[src/rtl/sbca_pkg.sv]
`default_nettype none

package sbca_pkg;

  localparam int unsigned BEAM_W = 16;
  localparam int unsigned SLOT_W = 5;

  typedef logic signed [BEAM_W-1:0] beam_t;

  typedef struct packed {
    beam_t depth;
    beam_t distance;
  } beam_pair_t;

  typedef enum logic [3:0] {
    ST_IDLE,
    ST_SCAN,
    ST_DECIDE,
    ST_TRY3,
    ST_MUL,
    ST_DIV_GO,
    ST_DIV_WAIT,
    ST_FIN,
    ST_EMIT_RD,
    ST_EMIT_LD
  } state_e;

endpackage

`default_nettype wire

[src/rtl/sbca_mem.sv]
`default_nettype none

module sbca_mem import sbca_pkg::*; #(
  parameter int unsigned DEPTH = 16,
  parameter int unsigned AW    = 4
) (
  input  wire logic       clk_i,
  input  wire logic       wr_en_i,
  input  wire logic [AW-1:0] wr_addr_i,
  input  wire beam_pair_t wr_data_i,
  input  wire logic [AW-1:0] rd_addr_i,
  output beam_pair_t      rd_data_o
);

  beam_pair_t mem_q [DEPTH];
  beam_pair_t rd_q;

  always_ff @(posedge clk_i) begin
    if (wr_en_i) begin
      mem_q[wr_addr_i] <= wr_data_i;
    end
    rd_q <= mem_q[rd_addr_i];
  end

  assign rd_data_o = rd_q;

endmodule

`default_nettype wire

[src/rtl/sbca_div.sv]
`default_nettype none

// restoring divider, one quotient bit per cycle
module sbca_div #(
  parameter int unsigned NW = 23,
  parameter int unsigned DW = 18
) (
  input  wire logic          clk_i,
  input  wire logic          rst_ni,
  input  wire logic          start_i,
  input  wire logic [NW-1:0] dividend_i,
  input  wire logic [DW-1:0] divisor_i,
  output logic               done_o,
  output logic [NW-1:0]      quot_o
);

  localparam int unsigned CW = $clog2(NW + 1);

  logic          busy_q, busy_d;
  logic          done_q, done_d;
  logic [CW-1:0] cnt_q, cnt_d;
  logic [DW-1:0] rem_q, rem_d;
  logic [DW-1:0] dvs_q, dvs_d;
  logic [NW-1:0] quo_q, quo_d;
  logic [DW:0]   sh;
  logic [DW:0]   diff;

  always_comb begin
    busy_d = busy_q;
    done_d = 1'b0;
    cnt_d  = cnt_q;
    rem_d  = rem_q;
    dvs_d  = dvs_q;
    quo_d  = quo_q;
    sh     = {rem_q, quo_q[NW-1]};
    diff   = sh - {1'b0, dvs_q};
    if (start_i) begin
      busy_d = 1'b1;
      cnt_d  = CW'(NW);
      rem_d  = '0;
      dvs_d  = divisor_i;
      quo_d  = dividend_i;
    end else if (busy_q) begin
      if (sh >= {1'b0, dvs_q}) begin
        rem_d = diff[DW-1:0];
        quo_d = {quo_q[NW-2:0], 1'b1};
      end else begin
        rem_d = sh[DW-1:0];
        quo_d = {quo_q[NW-2:0], 1'b0};
      end
      cnt_d = cnt_q - CW'(1);
      if (cnt_q == CW'(1)) begin
        busy_d = 1'b0;
        done_d = 1'b1;
      end
    end
  end

  always_ff @(posedge clk_i or negedge rst_ni) begin
    if (!rst_ni) begin
      busy_q <= 1'b0;
      done_q <= 1'b0;
      cnt_q  <= '0;
    end else begin
      busy_q <= busy_d;
      done_q <= done_d;
      cnt_q  <= cnt_d;
    end
  end

  always_ff @(posedge clk_i) begin
    rem_q <= rem_d;
    dvs_q <= dvs_d;
    quo_q <= quo_d;
  end

  assign done_o = done_q;
  assign quot_o = quo_q;

endmodule

`default_nettype wire

[src/rtl/sonar_beam_center_align_top.sv]
`default_nettype none

// channel | handshake              | payload
// in      | in_valid_i / in_stall_o | beam_depth_i, beam_distance_i, last_beam_i
// out     | out_valid_o / out_stall_i | slot_index_o, slot_depth_o, slot_distance_o,
//         |                        | center_found_o, last_slot_o
//
// a beam that is not last is written to the beam ram if fewer than RAW_BEAMS are stored
// on the last beam: one scan of the beam ram, then up to two interpolations
// of a multiply and a divide each (divider width is $clog2(RAW_BEAMS)+19),
// then a read and a load per output slot, the load held by any output stall
// in_stall_o is high from the last beam until the final slot is loaded
// reset clears the control state only; the beam ram holds no reset value
module sonar_beam_center_align_top import sbca_pkg::*; #(
  parameter int unsigned RAW_BEAMS  = 16,
  parameter int unsigned PROC_BEAMS = 19,
  parameter int unsigned OUT_BEAMS  = 19
) (
  input  wire logic              clk_i,
  input  wire logic              rst_ni,
  input  wire logic              in_valid_i,
  output logic                   in_stall_o,
  input  wire logic [BEAM_W-1:0] beam_depth_i,
  input  wire logic [BEAM_W-1:0] beam_distance_i,
  input  wire logic              last_beam_i,
  output logic                   out_valid_o,
  input  wire logic              out_stall_i,
  output logic [SLOT_W-1:0]      slot_index_o,
  output logic [BEAM_W-1:0]      slot_depth_o,
  output logic [BEAM_W-1:0]      slot_distance_o,
  output logic                   center_found_o,
  output logic                   last_slot_o
);

  localparam int unsigned IDXW = $clog2(RAW_BEAMS);
  localparam int unsigned CNTW = $clog2(RAW_BEAMS + 1);
  localparam int unsigned SCW  = $clog2(RAW_BEAMS + 2);
  localparam int unsigned SW   = $clog2(OUT_BEAMS);
  localparam int unsigned DIFW = IDXW + 1;
  localparam int unsigned PW   = DIFW + BEAM_W + 1;
  localparam int unsigned N2W  = PW + 2;
  localparam int unsigned MAGW = N2W - 1;
  localparam int unsigned DENW = BEAM_W + 1;
  localparam int unsigned DVW  = DENW + 1;
  localparam int unsigned CW   = N2W + 1;
  localparam int unsigned EW   = $clog2(OUT_BEAMS + PROC_BEAMS + RAW_BEAMS) + 2;
  localparam int KOFF  = int'(OUT_BEAMS) - 1 - int'(PROC_BEAMS / 2);
  localparam int HALF  = int'(PROC_BEAMS / 2);
  localparam int UPPER = int'(PROC_BEAMS) - int'(PROC_BEAMS / 2);

  state_e state_q, state_d;

  logic [CNTW-1:0] cnt_q, cnt_d;
  logic [CNTW-1:0] ldn_q, ldn_d;
  logic [SCW-1:0]  sc_q, sc_d;

  beam_t p_dist_q, p_dist_d, p_depth_q, p_depth_d, pp_dist_q, pp_dist_d;

  logic            f1_q, f1_d;
  logic [IDXW-1:0] c1_q, c1_d;
  beam_t           jpos2_q, jpos2_d, jneg2_q, jneg2_d;
  logic [IDXW-1:0] ipos2_q, ipos2_d, ineg2_q, ineg2_d;
  logic            any3_q, any3_d;
  beam_t           jpos3_q, jpos3_d, jneg3_q, jneg3_d;
  logic [IDXW-1:0] ipos3_q, ipos3_d, ineg3_q, ineg3_d;
  logic            pass3_q, pass3_d;

  logic [IDXW-1:0]       op_ineg_q, op_ineg_d, op_ipos_q, op_ipos_d;
  beam_t                 op_dneg_q, op_dneg_d, op_dpos_q, op_dpos_d;
  logic signed [PW-1:0]  prod_q, prod_d;
  logic [DENW-1:0]       den_q, den_d;
  logic                  neg_q, neg_d;

  logic [IDXW-1:0] ctr_q, ctr_d;
  logic            found_q, found_d;
  logic [SW-1:0]   slot_q, slot_d;
  logic            sel_ok_q, sel_ok_d;

  logic            out_vld_q, out_vld_d;
  logic [SW-1:0]   oslot_q, oslot_d;
  beam_t           odepth_q, odepth_d, odist_q, odist_d;
  logic            ofound_q, ofound_d, olast_q, olast_d;

  // ram port signals
  logic            wr_en;
  logic [IDXW-1:0] wr_addr;
  beam_pair_t      wr_data;
  logic [IDXW-1:0] rd_addr;
  beam_pair_t      rd_data;

  // scan datapath
  logic            cur_ok;
  beam_t           cur_dist, cur_depth;
  logic [SCW-1:0]  cur_pos, jpos_scan;
  logic [IDXW-1:0] cur_idx;

  // interpolation datapath
  logic signed [DIFW-1:0]   diff_s;
  logic signed [BEAM_W:0]   negd_s;
  logic [DENW-1:0]          den_w;
  logic [N2W-1:0]           num2;
  logic [MAGW-1:0]          mag;
  logic                     div_start, div_done;
  logic [MAGW-1:0]          quot;
  logic signed [CW-1:0]     tq, cc;

  // slot placement
  logic signed [EW-1:0] ei, ctr_s;
  logic                 sel;
  logic                 acc_in;
  logic                 out_load;

  sbca_mem #(
    .DEPTH (RAW_BEAMS),
    .AW    (IDXW)
  ) u_mem (
    .clk_i     (clk_i),
    .wr_en_i   (wr_en),
    .wr_addr_i (wr_addr),
    .wr_data_i (wr_data),
    .rd_addr_i (rd_addr),
    .rd_data_o (rd_data)
  );

  sbca_div #(
    .NW (MAGW),
    .DW (DVW)
  ) u_div (
    .clk_i      (clk_i),
    .rst_ni     (rst_ni),
    .start_i    (div_start),
    .dividend_i (mag),
    .divisor_i  ({den_q, 1'b0}),
    .done_o     (div_done),
    .quot_o     (quot)
  );

  assign acc_in  = in_valid_i && (state_q == ST_IDLE);
  assign wr_en   = acc_in && (cnt_q < CNTW'(RAW_BEAMS));
  assign wr_addr = cnt_q[IDXW-1:0];
  assign wr_data = '{depth: beam_t'(beam_depth_i), distance: beam_t'(beam_distance_i)};

  // entries past the loaded count read as zero
  assign cur_pos   = sc_q - SCW'(1);
  assign jpos_scan = sc_q - SCW'(2);
  assign cur_idx   = cur_pos[IDXW-1:0];
  assign cur_ok    = (sc_q != '0) && (cur_pos < SCW'(ldn_q));
  assign cur_dist  = cur_ok ? rd_data.distance : '0;
  assign cur_depth = cur_ok ? rd_data.depth : '0;

  assign diff_s = $signed({1'b0, op_ipos_q}) - $signed({1'b0, op_ineg_q});
  assign negd_s = -$signed({op_dneg_q[BEAM_W-1], op_dneg_q});
  assign den_w  = {op_dpos_q[BEAM_W-1], op_dpos_q} - {op_dneg_q[BEAM_W-1], op_dneg_q};
  assign num2   = {prod_q[PW-1], prod_q, 1'b0} + {{(N2W-DENW){1'b0}}, den_q};
  assign mag    = num2[N2W-1] ? MAGW'(~num2 + N2W'(1)) : MAGW'(num2);
  assign tq     = neg_q ? -$signed({2'b00, quot}) : $signed({2'b00, quot});
  assign cc     = tq + $signed({{(CW-IDXW){1'b0}}, op_ineg_q});

  assign ctr_s = $signed({{(EW-IDXW){1'b0}}, ctr_q});
  assign ei    = $signed(EW'(KOFF)) + ctr_s - $signed({{(EW-SW){1'b0}}, slot_q});
  assign sel   = found_q && (ei >= 0) && (ei < $signed(EW'(RAW_BEAMS)))
              && (ei >= ctr_s - $signed(EW'(HALF)))
              && (ei < ctr_s + $signed(EW'(UPPER)))
              && (ei < $signed({{(EW-CNTW){1'b0}}, ldn_q}));

  assign rd_addr  = (state_q == ST_SCAN) ? sc_q[IDXW-1:0] : ei[IDXW-1:0];
  assign out_load = (state_q == ST_EMIT_LD) && (!out_vld_q || !out_stall_i);

  always_comb begin
    state_d   = state_q;
    cnt_d     = cnt_q;
    ldn_d     = ldn_q;
    sc_d      = sc_q;
    p_dist_d  = p_dist_q;
    p_depth_d = p_depth_q;
    pp_dist_d = pp_dist_q;
    f1_d      = f1_q;
    c1_d      = c1_q;
    jpos2_d   = jpos2_q;
    jneg2_d   = jneg2_q;
    ipos2_d   = ipos2_q;
    ineg2_d   = ineg2_q;
    any3_d    = any3_q;
    jpos3_d   = jpos3_q;
    jneg3_d   = jneg3_q;
    ipos3_d   = ipos3_q;
    ineg3_d   = ineg3_q;
    pass3_d   = pass3_q;
    op_ineg_d = op_ineg_q;
    op_ipos_d = op_ipos_q;
    op_dneg_d = op_dneg_q;
    op_dpos_d = op_dpos_q;
    prod_d    = prod_q;
    den_d     = den_q;
    neg_d     = neg_q;
    ctr_d     = ctr_q;
    found_d   = found_q;
    slot_d    = slot_q;
    sel_ok_d  = sel_ok_q;
    div_start = 1'b0;
    out_vld_d = out_vld_q && out_stall_i;
    oslot_d   = oslot_q;
    odepth_d  = odepth_q;
    odist_d   = odist_q;
    ofound_d  = ofound_q;
    olast_d   = olast_q;

    unique case (state_q)
      ST_IDLE: begin
        if (acc_in) begin
          if (cnt_q < CNTW'(RAW_BEAMS)) begin
            cnt_d = cnt_q + CNTW'(1);
          end
          if (last_beam_i) begin
            ldn_d   = (cnt_q < CNTW'(RAW_BEAMS)) ? cnt_q + CNTW'(1) : cnt_q;
            cnt_d   = '0;
            sc_d    = '0;
            f1_d    = 1'b0;
            jpos2_d = '0;
            jneg2_d = '0;
            any3_d  = 1'b0;
            pass3_d = 1'b0;
            state_d = ST_SCAN;
          end
        end
      end

      ST_SCAN: begin
        sc_d      = sc_q + SCW'(1);
        p_dist_d  = cur_dist;
        p_depth_d = cur_depth;
        pp_dist_d = p_dist_q;
        // centre test runs one entry behind so the right neighbour is at hand
        if (sc_q >= SCW'(2)) begin
          if (p_dist_q == '0 && p_depth_q != '0) begin
            f1_d = 1'b1;
            c1_d = jpos_scan[IDXW-1:0];
          end else if (!f1_q && p_dist_q == '0 && jpos_scan != '0
                       && jpos_scan < SCW'(RAW_BEAMS - 1)
                       && pp_dist_q < 0 && cur_dist > 0) begin
            f1_d = 1'b1;
            c1_d = jpos_scan[IDXW-1:0];
          end
        end
        if (cur_dist > 0 && (cur_dist < jpos2_q || jpos2_q == '0)) begin
          jpos2_d = cur_dist;
          ipos2_d = cur_idx;
        end
        if (cur_dist < 0 && (cur_dist > jneg2_q || jneg2_q == '0)) begin
          jneg2_d = cur_dist;
          ineg2_d = cur_idx;
        end
        if (cur_dist != '0) begin
          if (!any3_q) begin
            any3_d  = 1'b1;
            jneg3_d = cur_dist;
            ineg3_d = cur_idx;
            jpos3_d = cur_dist;
            ipos3_d = cur_idx;
          end else if (cur_dist < jneg3_q) begin
            jneg3_d = cur_dist;
            ineg3_d = cur_idx;
          end else if (cur_dist > jpos3_q) begin
            jpos3_d = cur_dist;
            ipos3_d = cur_idx;
          end
        end
        if (sc_q == SCW'(RAW_BEAMS + 1)) begin
          state_d = ST_DECIDE;
        end
      end

      ST_DECIDE: begin
        if (f1_q) begin
          ctr_d   = c1_q;
          found_d = 1'b1;
          slot_d  = '0;
          state_d = ST_EMIT_RD;
        end else if (jpos2_q > 0 && jneg2_q < 0) begin
          op_ineg_d = ineg2_q;
          op_ipos_d = ipos2_q;
          op_dneg_d = jneg2_q;
          op_dpos_d = jpos2_q;
          pass3_d   = 1'b0;
          state_d   = ST_MUL;
        end else begin
          state_d = ST_TRY3;
        end
      end

      ST_TRY3: begin
        if (any3_q && jpos3_q != jneg3_q) begin
          op_ineg_d = ineg3_q;
          op_ipos_d = ipos3_q;
          op_dneg_d = jneg3_q;
          op_dpos_d = jpos3_q;
          pass3_d   = 1'b1;
          state_d   = ST_MUL;
        end else begin
          found_d = 1'b0;
          slot_d  = '0;
          state_d = ST_EMIT_RD;
        end
      end

      ST_MUL: begin
        prod_d  = diff_s * negd_s;
        den_d   = den_w;
        state_d = ST_DIV_GO;
      end

      ST_DIV_GO: begin
        // divide |2*num + den| by 2*den, sign restored afterwards
        neg_d     = num2[N2W-1];
        div_start = 1'b1;
        state_d   = ST_DIV_WAIT;
      end

      ST_DIV_WAIT: begin
        if (div_done) begin
          state_d = ST_FIN;
        end
      end

      ST_FIN: begin
        if (!cc[CW-1] && cc < $signed(CW'(RAW_BEAMS))) begin
          ctr_d   = cc[IDXW-1:0];
          found_d = 1'b1;
          slot_d  = '0;
          state_d = ST_EMIT_RD;
        end else if (!pass3_q) begin
          state_d = ST_TRY3;
        end else begin
          found_d = 1'b0;
          slot_d  = '0;
          state_d = ST_EMIT_RD;
        end
      end

      ST_EMIT_RD: begin
        sel_ok_d = sel;
        state_d  = ST_EMIT_LD;
      end

      ST_EMIT_LD: begin
        if (out_load) begin
          out_vld_d = 1'b1;
          oslot_d   = slot_q;
          odepth_d  = sel_ok_q ? rd_data.depth : '0;
          odist_d   = sel_ok_q ? rd_data.distance : '0;
          ofound_d  = found_q;
          olast_d   = (slot_q == SW'(OUT_BEAMS - 1));
          if (slot_q == SW'(OUT_BEAMS - 1)) begin
            state_d = ST_IDLE;
          end else begin
            slot_d  = slot_q + SW'(1);
            state_d = ST_EMIT_RD;
          end
        end
      end

      default: begin
        state_d = ST_IDLE;
      end
    endcase
  end

  always_ff @(posedge clk_i or negedge rst_ni) begin
    if (!rst_ni) begin
      state_q   <= ST_IDLE;
      cnt_q     <= '0;
      ldn_q     <= '0;
      sc_q      <= '0;
      f1_q      <= 1'b0;
      any3_q    <= 1'b0;
      pass3_q   <= 1'b0;
      found_q   <= 1'b0;
      slot_q    <= '0;
      out_vld_q <= 1'b0;
    end else begin
      state_q   <= state_d;
      cnt_q     <= cnt_d;
      ldn_q     <= ldn_d;
      sc_q      <= sc_d;
      f1_q      <= f1_d;
      any3_q    <= any3_d;
      pass3_q   <= pass3_d;
      found_q   <= found_d;
      slot_q    <= slot_d;
      out_vld_q <= out_vld_d;
    end
  end

  always_ff @(posedge clk_i) begin
    p_dist_q  <= p_dist_d;
    p_depth_q <= p_depth_d;
    pp_dist_q <= pp_dist_d;
    c1_q      <= c1_d;
    jpos2_q   <= jpos2_d;
    jneg2_q   <= jneg2_d;
    ipos2_q   <= ipos2_d;
    ineg2_q   <= ineg2_d;
    jpos3_q   <= jpos3_d;
    jneg3_q   <= jneg3_d;
    ipos3_q   <= ipos3_d;
    ineg3_q   <= ineg3_d;
    op_ineg_q <= op_ineg_d;
    op_ipos_q <= op_ipos_d;
    op_dneg_q <= op_dneg_d;
    op_dpos_q <= op_dpos_d;
    prod_q    <= prod_d;
    den_q     <= den_d;
    neg_q     <= neg_d;
    ctr_q     <= ctr_d;
    sel_ok_q  <= sel_ok_d;
    oslot_q   <= oslot_d;
    odepth_q  <= odepth_d;
    odist_q   <= odist_d;
    ofound_q  <= ofound_d;
    olast_q   <= olast_d;
  end

  assign in_stall_o      = (state_q != ST_IDLE);
  assign out_valid_o     = out_vld_q;
  assign slot_index_o    = SLOT_W'(oslot_q);
  assign slot_depth_o    = odepth_q;
  assign slot_distance_o = odist_q;
  assign center_found_o  = ofound_q;
  assign last_slot_o     = olast_q;

endmodule

`default_nettype wire

[config.mk]
export PLATFORM = sky130hd
export DESIGN_NAME = sonar_beam_center_align_top
export DESIGN_NICKNAME = d
export VERILOG_FILES = /design/src/rtl/sbca_pkg.sv /design/src/rtl/sbca_mem.sv /design/src/rtl/sbca_div.sv /design/src/rtl/sonar_beam_center_align_top.sv
export SDC_FILE = /design/constraint.sdc
export NUM_CORES = 1
export LEC_CHECK = 0
export ABC_AREA = 1
export BUFFER_PORTS_ARGS = -buffer_cell sky130_fd_sc_hd__buf_4
export CAP_MARGIN = 25
export CORE_MARGIN = 2
export CORE_UTILIZATION = 24
export DETAILED_ROUTE_END_ITERATION = 8
export HOLD_SLACK_MARGIN = 0.05
export PLACE_DENSITY = 0.35
export SYNTH_ARGS = -nofsm -noshare
export SYNTH_HDL_FRONTEND = slang
export SYNTH_SLANG_ARGS = --single-unit
export TNS_END_PERCENT = 20
[constraint.sdc]
create_clock -name clk_i -period 7.9 [get_ports clk_i]
set_input_delay 1.185 -clock clk_i [delete_from_list [all_inputs] [get_ports clk_i]]
set_output_delay 1.185 -clock clk_i [all_outputs]
set_load 0.01 [all_outputs]
After elaboration in Yosys (flattened, before gate mapping):

Memories as Yosys holds them, arrays and structs flattened. A register that Yosys moved wholly into a read port is not among the register bits.
Cells that the tools add are included.

* logic and storage cells: 280
* output and inout bits: 41
* memories: 1
* input port bits: 37
* register bits after elaboration: 350
* RAM bits: 512

Memory list
* u_mem.mem_q: depth 16, bits a word 32, rd ports 1, clocked after Yosys merged registers in 1, write ports 1, line sbca_mem.sv:15 `beam_pair_t mem_q [DEPTH];`

* bitwise gates (word level): 1
* reductions and logical operators: 64
* multiplexer cells: 99
* magnitude comparators: 20
* equality and inequality tests: 34
* multipliers: 1
* $add $sub $neg: 18

Operator list (count)
* $mux W16: 16
* $pmux W16 S2: 4
* $mux W4: 26
* $mux W23: 3
* $mux W5: 12
* $logic_not A16 Y1: 3
* $lt A16 B1 Y1 const B: 3
* $pmux W4 S10: 1
* $gt A16 B1 Y1 const B: 2
* $gt A16 B16 Y1: 2
* $lt A16 B16 Y1: 2
* $reduce_bool A16 Y1: 2
* $add A25 B5 Y25: 1
* $lt A25 B6 Y1 const B: 1
* $mux W1: 25
* $mux W25: 1
* $neg A23 Y25: 1
* $add A23 B18 Y24: 1
* $pmux W4 S2: 3
* $reduce_and A4 Y1: 6
* $add A23 B1 Y23 const B: 1
* $not A23 Y23: 1
* $mul A5 B17 Y22: 1
* $ne A2 B2 Y1 const B: 11
* other kinds (48): 108

Depth between registers and ports, before layout:

Gate-level depths: netlist of the first run.

* depth after elaboration: 10
* depth in mapped cells: 32
* depth with buffers taken out: 32

By module:

From an unflattened synthesis of the first run, not the netlist that was laid out.

* cell total of the unflattened synthesis: 4941
* area total of the unflattened synthesis: 46479.6 µm²

By module, submodules not included
* sbca_mem: area an instance 22730.6 µm², cells each 2120, times used 1, seq. area each 16015.4 µm²
* sonar_beam_center_align_top: area an instance 19837.8 µm², cells each 2303, times used 1, seq. area each 7962.6 µm²
* sbca_div: area an instance 3911.3 µm², cells each 518, times used 1, seq. area each 1766.7 µm²

Least setup slack after synthesis of the first run:

Ideal clock, no wire load.

* path type: register to register
* from: reg op_ipos_q[0]
* to: reg prod_q[21], data pin
* arrival time: 5.302 ns
* slack: 2.336 ns
* required time: 7.638 ns
* clock period less this slack: 5.564 ns
* library setup time: 0.262 ns
* cell stages (with the launch flop): 29
* path buffers: 2
* cells stage by stage: edfxtp_1 -> inv_1 -> ha_1 -> inv_1 -> fa_1 -> nand3_1 -> and2_1 -> clkbuf_1 -> clkbuf_1 -> nand2_1 -> fa_1 -> inv_1 -> fa_1 -> inv_1 -> fa_1 -> inv_1 -> ha_1 -> nand4_1 -> o21ai_0 -> a21boi_0 -> o21ai_0 -> nand2_1 -> nor2_1 -> nor2_1 -> o21ai_0 -> nand2_1 -> nand2_1 -> a21oi_1 -> xor2_1

* word-level cells in the longest chain between the ends: 2

Ends and longest elaborated chain
* start: declaration: line sonar_beam_center_align_top.sv:68 `logic [IDXW-1:0] op_ineg_q, op_ineg_d, op_ipos_q, op_ipos_d;`
* start signal: assignment: line sonar_beam_center_align_top.sv:408 `op_ipos_q <= op_ipos_d;`
* $sub A4 B4 Y5: line sonar_beam_center_align_top.sv:151 `assign diff_s = $signed({1'b0, op_ipos_q}) - $signed({1'b0, op_ineg_q});`
* $mul A5 B17 Y22: line sonar_beam_center_align_top.sv:307 `prod_d = diff_s * negd_s;`
* end signal: assignment: line sonar_beam_center_align_top.sv:411 `prod_q <= prod_d;`
* end: declaration: line sonar_beam_center_align_top.sv:70 `logic signed [PW-1:0] prod_q, prod_d;`

No other way between the ends.
A chain may end at the register's enable or synchronous reset.

Final worst setup path of the first run:

Ends and elaborated chain as after synthesis.

==> metrics.csv, run 1 <==
stage,metric,value,unit
run_status,outcome,"finished, final reports clean",
sta,final hold violations,0,
sta,setup TNS,0,ns
clocking,buffer depth of the longest clock path,3,
synthesis,Synth Flop Type,edfxtp_1,
route,final WL,135300,µm
placed_design,post-DP HPWL,87780,µm
route,DR vias/cell,4.380,
floorplan,Die Span X,430.8,µm
synthesis,Mapped Avg Cell Area,10.39,µm²
power,Overall Power,24.75,mW
synthesis,Seq cells post-synth,879,
floorplan,core area,180900,µm²
setup_path,Crit Path Class,flip-flop to flip-flop,
synthesis,most numerous cell in the Yosys netlist,edfxtp_1,
synthesis,Yosys top cell area share,54.47,%
sta,Final min period,6.063,ns
global_route,largest net degree at the start of global routing,176,
synthesis,"Seq/Total Area, Yosys",58.82,%
sta,final max-slew violation count,0,
placed_design,Buffers on Ports,77,
sta,final setup skew,0.04275,ns
power,PD cells,487.2,nW/µm²
synthesis,Post-synth EDFFs,793,
clocking,# Post-CTS Setup Buffers,0,
flow_run,# Max-Cap Violations,0,
setup_path,worst r2r path cells,26,
min_path,WHS Path Cells,0,
clocking,CTS root buffer,clkbuf_16,
setup_path,"Data arrival, critical path",6.52,ns
route,Via Count,29580,
clocking,Clock Latency Late Sink,0.74,ns
synthesis,syn nets,4509,
power,Pleak,19.64,nW
clocking,CTS Hold Bufs,0,
setup_path,CP required,8.36,ns
min_path,Hold Path Class,flip-flop to flip-flop,
sta,RSZ-0062 raised after global routing,no,
route,Residual DRC,0,
clocking,PostCTS Resize Cnt,0,
clocking,Clock transition at path regs,0.06,ns
clocking,CTS tree,built,
synthesis,cell count after synthesis,4207,
global_route,total congestion overflow,0,
placed_design,Placed Area,47290,µm²
placed_design,gpl congestion,0.7931,
sta,Final Hold Slack,0.4708,ns
clocking,CTS Buf Count,105,
clocking,Num Clock Sinks,879,
cells_and_area,nets@finish,4592,
floorplan,Die Y,430.8,µm
floorplan,I/O pins,78,
synthesis,Synth area leaders,"edfxtp_1, ha_1, nor2_1, nand2_1, o21ai_0",
route,WL/cell,20.04,µm
sta,endpoints failing setup,0,
route,DR pass1 iterations,5,
synthesis,YS warnings,0,
setup_path,CP Max Fanout,16,
global_route,antenna violations before repair,8,
sta,crit share post-route,76.75,%
power,Peak VDD IR,0.0003560,V
route,initial DRC count,1767,
sta,Slew HR,33.10,%
cells_and_area,fraction of layout cells with a size suffix above 1,8.672,%
sta,Slew @ Worst Pin,1.003,ns
synthesis,largest area contributor in the netlist,edfxtp_1,
sta,f_max,0.1649,GHz
cells_and_area,layout overhead on the synthesized area,16.17,%
synthesis,asr flop ratio synth,4.096,%
global_route,vias in the first global route,30230,
floorplan,die area,185600,µm²
clocking,H-tree Lvls,3,
global_route,global-route wire length before repair,201700,µm
floorplan,row count,156,
route,post-route antenna net violation count,0,
global_route,GR Util All Layers,14.48,%
synthesis,synth cell count leaders,"edfxtp_1, nor2_1, nand2_1, inv_1, o21ai_0",
setup_path,critical path capture point type,flip-flop,
synthesis,Yosys cell types,57,
cells_and_area,cell area after layout,50790,µm²
floorplan,Initial Util,24.16,%
synthesis,Post-Syn Area,43720,µm²
setup_path,Worst Setup Start Kind,flip-flop,
==> cell usage in the layout, fill, tap and decap left out, types with 9 or more instances in the layout <==
master,count
a21oi_1,109
buf_4,117
clkbuf_1,32
clkbuf_16,108
clkbuf_8,14
clkinv_1,16
clkinv_2,18
dfrtp_1,36
dfxtp_1,50
edfxtp_1,793
fa_1,60
ha_1,205
inv_1,447
inv_2,12
nand2_1,617
nand2_2,22
nand3_1,128
nand3b_1,10
nand4_1,41
nor2_1,604
nor2_2,14
nor2_4,25
nor3_1,92
nor4_1,18
o211ai_1,15
o21ai_0,435
o21ai_1,38
o221ai_1,59
o22ai_1,9
xnor2_1,32
xor2_1,78
==> sequential cells by signal (all words and copies together) (netlist names), 17 cells and up <==
signal,cells
u_div.dvs_q,17
u_mem.mem_q,512
u_div.quot_o,23
u_mem.rd_data_o,32
prod_q,22
den_q,17
u_div.rem_q,18
==> final timing paths <==
| kind | from | to | slack [ns] |
|---|---|---|---|
| hold reg to reg | p_dist_q[15] | pp_dist_q[15] | 0.47 |
| min in group asynchronous | rst_ni | any3_q | 0.48 |
| setup / recovery | op_ipos_q[0] | prod_q[21] | 1.84 |
| hold / removal | p_dist_q[15] | pp_dist_q[15] | 0.47 |
| setup reg to reg | op_ipos_q[0] | prod_q[21] | 1.84 |
| max in group asynchronous | rst_ni | ldn_q[1] | 6.84 |
==> layer usage <==
metal	global-route usage [%]	wire length [µm]	vias to the layer above
met1	18.12	59870	14370
met2	26.03	68530	350
li1	-	-	14680
met3	2.066	3765	172
met4	3.624	3082	10
met5	0	68	-
==> cell families after synthesis <==
group / share of synthesized area, %
AO/OA/AOI/OAI: 9.491
XOR/XNOR: 2.204
adder cells (fa/ha/maj): 8.615
buffers and inverters: 5.303
flip-flops: 58.82
AND/OR/NAND/NOR: 15.57
==> worst max-delay path, cell delays in order, from the launching register on <==
cell	delay [ns]
edfxtp_1	0.35
inv_1	0.06
ha_1	0.13
inv_1	0.06
fa_1	0.40
nand3_1	0.08
and2_1	0.61
nand2_1	0.17
fa_1	0.57
inv_1	0.05
fa_1	0.53
inv_1	0.05
fa_1	0.52
inv_1	0.04
ha_1	0.39
nand4_1	0.10
o21ai_0	0.27
a21boi_0	0.22
o21ai_0	0.30
nand2_1	0.12
nor2_1	0.10
nor2_1	0.07
o21ai_0	0.25
nand2_1	0.08
nand2_1	0.07
a21oi_1	0.07
xor2_1	0.14
==> stage by stage <==
step	cells	setup slack [ns]	utilization, %
floorplan	4207	2.336	-
global placement	6549	1.705	26.11
detailed placement	6551	1.699	26.14
CTS	6750	1.698	28.05
global route	6753	1.308	28.07
finish	6753	1.837	28.07
==> power by group <==
| group | internal (mW) | switching [mW] |
|---|---|---|
| registers | 6.56 | 0.633 |
| clock network | 2.82 | 2.04 |
| logic | 4.13 | 8.56 |
| total | 13.5 | 11.2 |
==> cell type report <==
| type | instances | area [µm²] |
|---|---|---|
| Multi-Input combinational cell | 2720 | 15900 |
| Sequential cell | 879 | 25710 |
| Timing Repair Buffer | 122 | 1001 |
| Inverter | 462 | 1742 |
| Fill cell | 18830 | 130200 |
| Antenna cell | 1 | 2.502 |
| Tap cell | 2370 | 2965 |
| Clock inverter | 45 | 445.4 |
| Clock buffer | 154 | 3015 |
Note: power is estimated with default switching activity, not from simulation.
==> inputs of run 2 (changes only) <==
==> constraint.sdc (replaced) <==
create_clock -name clk_i -period 5.6 [get_ports clk_i]
set_input_delay 0.84 -clock clk_i [delete_from_list [all_inputs] [get_ports clk_i]]
set_output_delay 0.84 -clock clk_i [all_outputs]
set_load 0.01 [all_outputs]
==> run 2 against run 1 <==
Effect of this change:
- final cell count increased by 1.5%
- wire length increased by 0.74%
- critical path depth increased by 4
- non-clock buffer count increased by 94
- first-iteration DRC count decreased by 5.1%
- register-to-register slack got worse by 1.5 ns
- clock-buffer cell count unchanged
- sequential share of layout area decreased by 0.99 points
- setup slack got worse by 1.5 ns
- cell area increased by 2.0%
==> metrics.csv, run 2 (synthesis results as in run 1) <==
stage,metric,value,unit,change
sta,crit share post-route,94.81,%,+18 points
sta,Slew HR,31.78,%,-1.3 points
sta,final hold violations,0,,unchanged
route,Residual DRC,0,,unchanged
cells_and_area,nets@finish,4688,,+2.1%
run_status,outcome,"finished, final reports clean",,
setup_path,worst r2r path cells,30,,+15%
sta,f_max,0.1883,GHz,+14%
sta,final max-slew violation count,0,,unchanged
sta,Final min period,5.310,ns,-0.7535 ns
route,final WL,136300,µm,+0.74%
placed_design,Buffers on Ports,77,,unchanged
cells_and_area,layout overhead on the synthesized area,18.50,%,
global_route,global-route wire length before repair,203400,µm,+0.82%
cells_and_area,non-filler instance count after layout,6851,,+1.5%
setup_path,"slowest stage delay, CP",0.54,ns,-0.07 ns
cells_and_area,Largest Register,u_mem.mem_q,,
floorplan,row count,156,,unchanged
placed_design,placed cells,6644,,+1.4%
clocking,H-tree Lvls,3,,unchanged
route,Via Count,29970,,+1.3%
setup_path,critical path depth,30,,+15%
setup_path,CP Max Fanout,7,,-9
floorplan,Die Span X,430.8,µm,unchanged
sta,endpoints failing setup,0,,unchanged
clocking,Clock transition at path regs,0.06,ns,about the same
setup_path,FF-to-FF Start,op_ipos_q[0],,
route,DR pass1 iterations,5,,unchanged
sta,final setup margin,0.2904,ns,-1.546 ns
route,WL/cell,19.90,µm,-0.70%
floorplan,Die Y,430.8,µm,unchanged
sta,final setup skew,0.03711,ns,-0.005639 ns
cells_and_area,"commonest non-fill, non-tap cells in the layout","edfxtp_1, nand2_1, nor2_1",,
placed_design,post-DP HPWL,91660,µm,+4.4%
setup_path,CP required,6.06,ns,-2.30 ns
floorplan,core area,180900,µm²,unchanged
clocking,CTS Buf Count,107,,+1.9%
setup_path,Crit Path Class,flip-flop to flip-flop,,
clocking,CTS root buffer,clkbuf_16,,
cells_and_area,fraction of layout cells with a size suffix above 1,11.16,%,+2.5 points
setup_path,Worst Setup Start Kind,flip-flop,,
clocking,Num Clock Sinks,879,,unchanged
floorplan,die area,185600,µm²,unchanged
floorplan,Initial Util,24.16,%,unchanged
route,post-route antenna net violation count,0,,unchanged
floorplan,I/O pins,78,,unchanged
setup_path,r2r setup slk,0.29,ns,-1.55 ns
sta,RSZ-0062 raised after global routing,yes,,
setup_path,Slowest cell on crit path,fa_1,,
setup_path,crit path buf inv count,8,,+3
global_route,vias in the first global route,30550,,+1.1%
setup_path,critical path capture point type,flip-flop,,
route,DR vias/cell,4.374,,-0.14%
global_route,total congestion overflow,0,,unchanged
cells_and_area,"most common cell after layout, fill and taps aside",edfxtp_1,,
global_route,antenna violations before repair,0,,-8
clocking,CTS tree,built,,
global_route,GR Util All Layers,14.60,%,+0.12 points
setup_path,"most used cell, CP",inv_1,,
sta,setup TNS,0,ns,unchanged
cells_and_area,FILL cells,18750,,-0.43%
setup_path,"Data arrival, critical path",5.77,ns,-0.75 ns
cells_and_area,max reg flops,512,,unchanged
setup_path,"delay-heaviest family, CP",adder cells,,
global_route,largest net degree at the start of global routing,128,,-27%
setup_path,R2R Path End,prod_q[21],,
clocking,buffer depth of the longest clock path,3,,unchanged
clocking,Clock Latency Late Sink,0.74,ns,about the same
placed_design,worst slack at placement,-0.03780,ns,-1.737 ns
placed_design,gpl congestion,0.7999,,+0.86%
sta,Slew @ Worst Pin,1.021,ns,+0.01749 ns
flow_run,# Max-Cap Violations,0,,unchanged
min_path,Hold Path Class,input port to asynchronous set/reset pin,,
route,initial DRC count,1677,,-5.1%
## run 2: changes by cell type in the layout (fill, tap and decap cells not counted), moves of 3 or more
cell,delta
clkinvlp_4,+3
buf_4,+84
buf_12,+11
o21ai_0,-3
nor2_1,-4
ha_1,-5
ha_4,+5
o21ai_1,+3
nor2_2,+4
## run 2: final cells by class
| cell class | count | area (µm²) | share of cell area [%] |
|---|---|---|---|
| repair buffers | 216 | 1824 | 3.521 |
| diodes | 1 | 2.502 | 0.004830 |
| flip-flops and latches | 879 | 25710 | 49.64 |
| clock inverters | 49 | 506.7 | 0.9782 |
| well taps | 2370 | 2965 | 5.724 |
| multi-input cells | 2720 | 16020 | 30.93 |
| inverters | 462 | 1742 | 3.362 |
| clock buffers | 154 | 3025 | 5.840 |
## run 2: through the flow
stage               util, %  hold slack, ns  instance area [µm²]
floorplan                 -          0.4283                43720
global placement      26.55          0.4577                48040
detailed placement    26.59          0.4578                48110
CTS                   28.54          0.1075                51640
global route          28.63          0.1141                51800
finish                28.63          0.1080                51800
## run 2: how the worst max path moves through the flow
stage            startpoint          to  slack, ns
3_5_place_dp   op_ipos_q[0]  prod_q[21]      -0.04
4_1_cts        op_ineg_q[0]  prod_q[21]       0.08
6_report       op_ipos_q[0]  prod_q[21]       0.29
2_1_floorplan  op_ipos_q[0]  prod_q[21]       0.04
5_1_grt        op_dneg_q[1]  prod_q[21]      -0.02
3_3_place_gp   op_ipos_q[0]  prod_q[21]      -0.01
## run 2: metal layers
metal,wire (µm),global-route usage [%],up-vias
met1,59390,17.92,14600
met4,3732,4.521,0
met2,69800,26.52,324
li1,-,-,14880
met5,0,0,-
met3,3396,1.754,167
## run 2: timing repair
item	4_1_cts	5_1_grt
gates resized for setup	1	25
setup buffers	0	2
setup endpoints to repair	1	5
hold buffers	0	0
pin swaps	0	9
Power of run 2 is not shown: default switching activity piles up to over one toggle a cycle in this logic, so the estimate is an artifact.
